File: src/rtl/core/asc_pkg.sv
// shared constants, register indexes and control structs of the advection stencil
package asc_pkg;

  localparam int SAMPLE_BITS = 16;
  localparam int MAX_WIDTH   = 1024;
  localparam int MAX_HEIGHT  = 4096;
  localparam int COL_W       = 10;
  localparam int ROW_W       = 12;
  localparam int GW_W        = 11;
  localparam int GH_W        = 13;
  localparam int DT_W        = 16;
  localparam int FADDR_W     = COL_W + 1;
  localparam int IN_W        = 48;
  localparam int OUT_W       = 40;
  localparam int CFG_IDX_W   = 2;
  localparam int CFG_DATA_W  = 16;

  localparam logic [GW_W-1:0] GW_MIN   = GW_W'(3);
  localparam logic [GW_W-1:0] GW_MAX   = GW_W'(MAX_WIDTH);
  localparam logic [GH_W-1:0] GH_MIN   = GH_W'(3);
  localparam logic [GH_W-1:0] GH_MAX   = GH_W'(MAX_HEIGHT);
  localparam logic [GW_W-1:0] GW_RESET = GW_W'(256);
  localparam logic [GH_W-1:0] GH_RESET = GH_W'(256);
  localparam logic [DT_W-1:0] DT_RESET = DT_W'(66);

  typedef enum logic [CFG_IDX_W-1:0] {
    REG_GRID_WIDTH  = 2'd0,
    REG_GRID_HEIGHT = 2'd1,
    REG_TIME_STEP   = 2'd2
  } reg_idx_t;

  // effective geometry and time step seen by the datapath
  typedef struct packed {
    logic [GW_W-1:0] width;
    logic [GH_W-1:0] height;
    logic [DT_W-1:0] dt;
  } geom_t;

  typedef struct packed {
    logic take;
    logic rd_left;
    logic rd_mid;
    logic rd_right;
    logic rd_up;
    logic cap_left;
    logic cap_mid;
    logic cap_right;
    logic mul_x;
    logic mul_y;
    logic sum;
    logic scale;
    logic load_out;
    logic write_store;
  } cmd_t;

  typedef struct packed {
    logic interior;
    logic out_free;
  } stat_t;

endpackage

File: src/rtl/core/asc_ctrl.sv
// sequencer that steps one grid point through reads, products and result load, or a boundary point to the store write
module asc_ctrl import asc_pkg::*; (
  input  logic  clk,
  input  logic  rst_n,
  input  logic  in_tvalid,
  output logic  in_tready,
  input  stat_t stat,
  output cmd_t  cmd
);

  typedef enum logic [10:0] {
    S_IDLE     = 11'b00000000001,
    S_WRITE    = 11'b00000000010,
    S_RD_LEFT  = 11'b00000000100,
    S_RD_MID   = 11'b00000001000,
    S_RD_RIGHT = 11'b00000010000,
    S_RD_UP    = 11'b00000100000,
    S_MUL_X    = 11'b00001000000,
    S_MUL_Y    = 11'b00010000000,
    S_SUM      = 11'b00100000000,
    S_SCALE    = 11'b01000000000,
    S_OUTPUT   = 11'b10000000000
  } state_t;

  state_t state_r, state_nxt;

  assign in_tready = (state_r == S_IDLE);

  always_comb begin
    state_nxt = state_r;
    cmd       = '0;
    unique case (state_r)
      S_IDLE: begin
        if (in_tvalid) begin
          cmd.take  = 1'b1;
          state_nxt = stat.interior ? S_RD_LEFT : S_WRITE;
        end
      end
      S_WRITE: begin
        cmd.write_store = 1'b1;
        state_nxt       = S_IDLE;
      end
      S_RD_LEFT: begin
        cmd.rd_left = 1'b1;
        state_nxt   = S_RD_MID;
      end
      S_RD_MID: begin
        cmd.rd_mid   = 1'b1;
        cmd.cap_left = 1'b1;
        state_nxt    = S_RD_RIGHT;
      end
      S_RD_RIGHT: begin
        cmd.rd_right = 1'b1;
        cmd.cap_mid  = 1'b1;
        state_nxt    = S_RD_UP;
      end
      S_RD_UP: begin
        cmd.rd_up     = 1'b1;
        cmd.cap_right = 1'b1;
        state_nxt     = S_MUL_X;
      end
      S_MUL_X: begin
        cmd.mul_x = 1'b1;
        state_nxt = S_MUL_Y;
      end
      S_MUL_Y: begin
        cmd.mul_y = 1'b1;
        state_nxt = S_SUM;
      end
      S_SUM: begin
        cmd.sum   = 1'b1;
        state_nxt = S_SCALE;
      end
      S_SCALE: begin
        cmd.scale = 1'b1;
        state_nxt = S_OUTPUT;
      end
      S_OUTPUT: begin
        // hold here while the previous word still sits in the output register
        if (stat.out_free) begin
          cmd.load_out    = 1'b1;
          cmd.write_store = 1'b1;
          state_nxt       = S_IDLE;
        end
      end
      default: state_nxt = S_IDLE;
    endcase
  end

  always_ff @(posedge clk) begin
    if (!rst_n) begin
      state_r <= S_IDLE;
    end else begin
      state_r <= state_nxt;
    end
  end

endmodule

File: config.mk
export PLATFORM = sky130hd
export DESIGN_NAME = asc_ctrl
export DESIGN_NICKNAME = d
export VERILOG_FILES = /design/src/rtl/core/asc_pkg.sv /design/src/rtl/core/asc_ctrl.sv
export SDC_FILE = /design/constraint.sdc
export NUM_CORES = 1
export LEC_CHECK = 0
export ABC_AREA = 1
export BUFFER_PORTS_ARGS = -buffer_cell sky130_fd_sc_hd__clkbuf_2
export CELL_PAD_IN_SITES_DETAIL_PLACEMENT = 1
export CELL_PAD_IN_SITES_GLOBAL_PLACEMENT = 1
export CORE_UTILIZATION = 34
export CTS_CLUSTER_DIAMETER = 200
export CTS_CLUSTER_SIZE = 40
export DETAILED_ROUTE_END_ITERATION = 12
export GPL_ROUTABILITY_DRIVEN = 1
export GPL_TIMING_DRIVEN = 1
export HOLD_SLACK_MARGIN = 0.02
export PLACE_DENSITY_LB_ADDON = 0.1
export SLEW_MARGIN = 15
export SYNTH_ARGS = -nofsm -noshare
export SYNTH_HDL_FRONTEND = slang
export SYNTH_SLANG_ARGS = --single-unit
export TNS_END_PERCENT = 100
File: constraint.sdc
create_clock -name clk -period 1.4 [get_ports clk]
set_input_delay 0.21 -clock clk [delete_from_list [all_inputs] [get_ports clk]]
set_output_delay 0.21 -clock clk [all_outputs]
set_load 0.05 [all_outputs]
==> results of run 1 <==
[timing repair]
action                     CTS
setup endpoints to repair   23
gates resized for setup     58
pin swaps                   11
setup buffers                9
[logic make-up after synthesis]
family                 after synthesis  synth area share [%]
AO/OA/AOI/OAI                        3                  2.06
buffers and inverters               34                  19.2
flip-flops                          11                  30.2
AND/OR/NAND/NOR                     62                  48.5
[stage by stage]
stage | TNS, ns | setup WS, ns
detailed placement | -0.464 | -0.0773
CTS | -3.59 | -0.287
global placement | -0.242 | -0.0683
floorplan | -0.156 | -0.0506
==> summary.md, run 1 <==
| Metric | Value |
|---|---|
| Status | aborted with a tool error |
| Fail Step | global routing (5_1_grt) |
| Error msg | [ERROR DPL-0033] detailed placement checks failed during check placement. |
| Clock sinks | 11 |
| Dominant cells by area after synthesis | dfxtp_1, inv_1, nand3_1 |
| Max Buffers Root-to-Sink | 2 |
| Starting Density | 36.8% |
| Syn avg cell area | 6.63 µm² |
| Cell Count Post-Placement | 166 |
| Flops & latches, synth | 11 |
| Initial antenna violation count | 0 |
| Area share of the largest cell type after synthesis | 30.2% |
| CTS H-tree lvls | 1 |
| Synth top cells by count | inv_1, nand2_1, nor2_1 |
| Root buffer cell | clkbuf_4 |
| Cells after synthesis | 110 |
| Post-synth EDFFs | 0 |
| Worst_ep grt | cmd[0] |
| Num CTS Buffers | 3 |
| # IOs | 20 |
| Cell Rows | 16 |
| Placed instance area | 1010 µm² |
| Die width | 48.3 µm |
| IO Port Bufs | 19 |
| Cell with the most instances after synthesis | inv_1 |
| Syn Nets | 115 |
| Yosys warning count | 0 |
| Netlist cell types | 19 |
| Synth Cell Area | 729 µm² |
| Asr flop ratio synth | 0% |
| Register area share after synthesis | 30.2% |
| Main synth FF type | dfxtp_1 |
| Hold_buf cts | 0 |
| Worst ep type | output port |
| Final HPWL DP | 1.61 mm |
| Die height | 48.3 µm |
| Area leader, netlist | dfxtp_1 |
| Routability cong. | 0.823 |
| Largest net degree at the start of global routing | 9 |
==> run 2: changes to the inputs <==
Settings changed: CELL_PAD_IN_SITES_DETAIL_PLACEMENT 1 to unset, CELL_PAD_IN_SITES_GLOBAL_PLACEMENT 1 to unset, CORE_AREA set to 2 2 63 65, CORE_UTILIZATION 34 to unset, CTS_CLUSTER_DIAMETER 200 to unset, CTS_CLUSTER_SIZE 40 to unset, DIE_AREA set to 0 0 65 67, HOLD_SLACK_MARGIN 0.02 to unset, PLACE_DENSITY_LB_ADDON 0.1 to 0.15.
==> run 2 against run 1 <==
Effect of this change: the flow now finishes, with violations (negative setup slack); area after synthesis did not move; synthesized cell count unchanged.
==> summary.md, run 2 <==
| Metric | Value |
|---|---|
| Die width | 65 µm |
| First-pass GRT wire length | 3.18 mm |
| Area leader, netlist | dfxtp_1 |
| # IOs | 20 |
| Max Freq | 615 MHz |
| CP cell instances | nor2_4 > nand2_4 > nor2_4 > nand3_4 > o21ai_2 > buf_8 |
| Setup ws final | -0.227 ns |
| Cell Rows | 22 |
| Leading cell type in the layout, fill and taps excluded | buf_4 |
| Measured slew at the worst slew-check pin | 0.245 ns |
| Area Overhead vs Synth | 113% |
| Post-Synth XOR/XNOR Area | 0% |
| Setup Skew | 0.00240 ns |
| Flops & latches, synth | 11 |
| Area share of the largest cell type after synthesis | 30.2% |
| Met3 wire len | 47 µm |
| Synth Cell Area | 729 µm² |
| Final Instance Area | 1550 µm² |
| Synth top cells by count | inv_1, nand2_1, nor2_1 |
| CP most frequent cell | nor2_4 |
| Placed instance area | 1020 µm² |
| Status | finished with violations |
| Post-synth EDFFs | 0 |
| IO Port Bufs | 19 |
| Syn Nets | 115 |
| Largest register FFs | 11 |
| Dominant cells by area after synthesis | dfxtp_1, inv_1, nand3_1 |
| Final period utilization | 116% |
| Fillers | 354 |
| Routability cong. | 0.702 |
| DRC viols | 0 |
| CTS H-tree lvls | 1 |
| Cell with the most instances after synthesis | inv_1 |
| Top reg by flops | state_r |
| Netlist cell types | 19 |
| Vias in the first global route | 740 |
| Slowest library cell on the worst path | dfxtp_2 |
| Ant diodes | 0 |
| Cells after synthesis | 110 |
| Largest net degree at the start of global routing | 9 |
| CTS tree | done |
| Commonest cells after routing, fill and taps aside | buf_4, inv_1, nor2_4 |
| Routed met2 length | 1.01 mm |
| Top Registers | state_r (11) |
| Worst skew pair latency | 0.24 ns |
| Core ar. | 3610 µm² |
| 1st-iter DRT viols | 2 |
| Final HPWL DP | 1.38 mm |
| Worst-path fanout max | 4 |
| CP Data Arrival Time | 1.42 ns |
| WL/cell | 9.73 µm |
| Register Area | 229 µm² |
| Startpoint types | flip-flop |
| Multiplexer area fraction after synthesis | 0% |
| Yosys warning count | 0 |
| Met1 WL | 896 µm |
| GRT Residual Overflow | 0 |
| Top sig layer | met4 |
| Asr flop ratio synth | 0% |
| RSZ-0062 raised after global routing | true |
| Main synth FF type | dfxtp_1 |
| Power Total | 1130 µW |
| Fin. Hold Viols | 0 |
| Vias after detailed routing | 790 |
| CP peak stage delay | 0.33 ns |
| Post-layout nets | 162 |
| Crit Path Category | reg -> out |
| PD cells | 727 nW/µm² |
| Remaining antenna violation count | 0 |
| Max-Cap Viols | 0 |
| Simple-Gate Fraction of Synth Area | 48.5% |
| Num CTS Buffers | 3 |
| Register area share after synthesis | 30.2% |
| Min cycle time layout | 1.63 ns |
| Vias/cell | 3.87 |
| Global-route usage over all layers | 9.56% |
| P_leak | 0.000729 µW |
| Hold_buf cts | 0 |
| Root buffer cell | clkbuf_8 |
| Die area | 4360 µm² |
| CP Capture Type | output port |
| Violations in the final reports | negative setup slack |
| Endpoints failing setup | 15 |
| Hold WC Path Type | in -> reg |
| Compound-Gate Fraction of Synth Area | 2.06% |
| Clock sinks | 11 |
| Syn avg cell area | 6.63 µm² |
| Largest family of logic cells by synthesized area | simple AND/OR/NAND/NOR gates |
| Share of layout cells above drive strength 1 | 66.7% |
| Clock slew at reported path FFs | 0.05 ns |
| Final Max Slew Viols | 0 |
| Starting Density | 20.2% |
| Initial antenna violation count | 0 |
| Drt total wl | 1.98 mm |
| Required @ worst endpoint | 1.19 ns |
| Relative slew slack | 83.6% |
| Peak supply drop | 0.427 mV |
| Area of the multi-input gates | 526 µm² |
| Die height | 67 µm |
| Max Buffers Root-to-Sink | 2 |
| DR pass1 iterations | 4 |
| Synth Area in Adders | 0% |
==> run 2: report_power, final <==
| part | total, µW | switching, µW | internal, µW |
|---|---|---|---|
| logic | 462 | 260 | 202 |
| registers | 341 | 12.6 | 329 |
| clock network | 324 | 123 | 200 |
| total | 1130 | 396 | 731 |
==> run 2: per-stage QoR <==
stage                     hold WS (ns)  instances  util (%)  setup TNS, ns  worst slack [ns]
after floorplan                  0.288        110         -         -0.156           -0.0506
after global placement           0.395        185      28.3         -0.251           -0.0905
after detailed placement         0.397        185      28.3         -0.246           -0.0788
after CTS                        0.148        198      38.8          -2.41            -0.222
after global routing             0.150        204      43.0          -4.14            -0.301
final                            0.146        204      43.0          -2.63            -0.227
==> run 2: repair_timing <==
item,4_1_cts,5_1_grt
setup endpoints to repair,15,18
pin swaps,8,12
buffers inserted,9,8
gates resized for setup,54,30
==> run 2: critical path: cells and delay by family (launching register included) <==
kind	cells	cell delay, ns
DFF	1	0.33
AOI/OAI and AO/OA	1	0.15
buffers and inverters	1	0.16
and+or+nand+nor	4	0.53
==> run 2: final cells by class <==
cell class	instances	share of cell area [%]
Clock buffer	4	2.91
Timing Repair Buffer	46	36.1
Sequential cell	11	14.8
Multi-Input combinational cell	65	33.9
Inverter	30	8.47
Tap cell	48	3.87
==> run 2: kinds of logic after synthesis <==
kind of cell / after synthesis
DFF: 11
AOI/OAI and AO/OA: 3
buffers and inverters: 34
and+or+nand+nor: 62
==> run 2: final timing paths <==
path,from,end,slack (ns),cells after the start
setup / recovery,state_r[6],cmd[0],-0.23,6
hold / removal,stat[1],state_r[1],0.15,2
setup reg to reg,state_r[0],state_r[0],0.01,10
hold reg to reg,state_r[10],state_r[9],0.75,5
==> run 2: routing by layer <==
layer  track usage [%]  vias to the layer above
li1                  -                      415
met1              12.2                      355
met2              15.3                       16
met3              1.18                        4
met4              5.59                        0
met5                 0                        -
No activity file was read; power rests on OpenSTA's default activity.
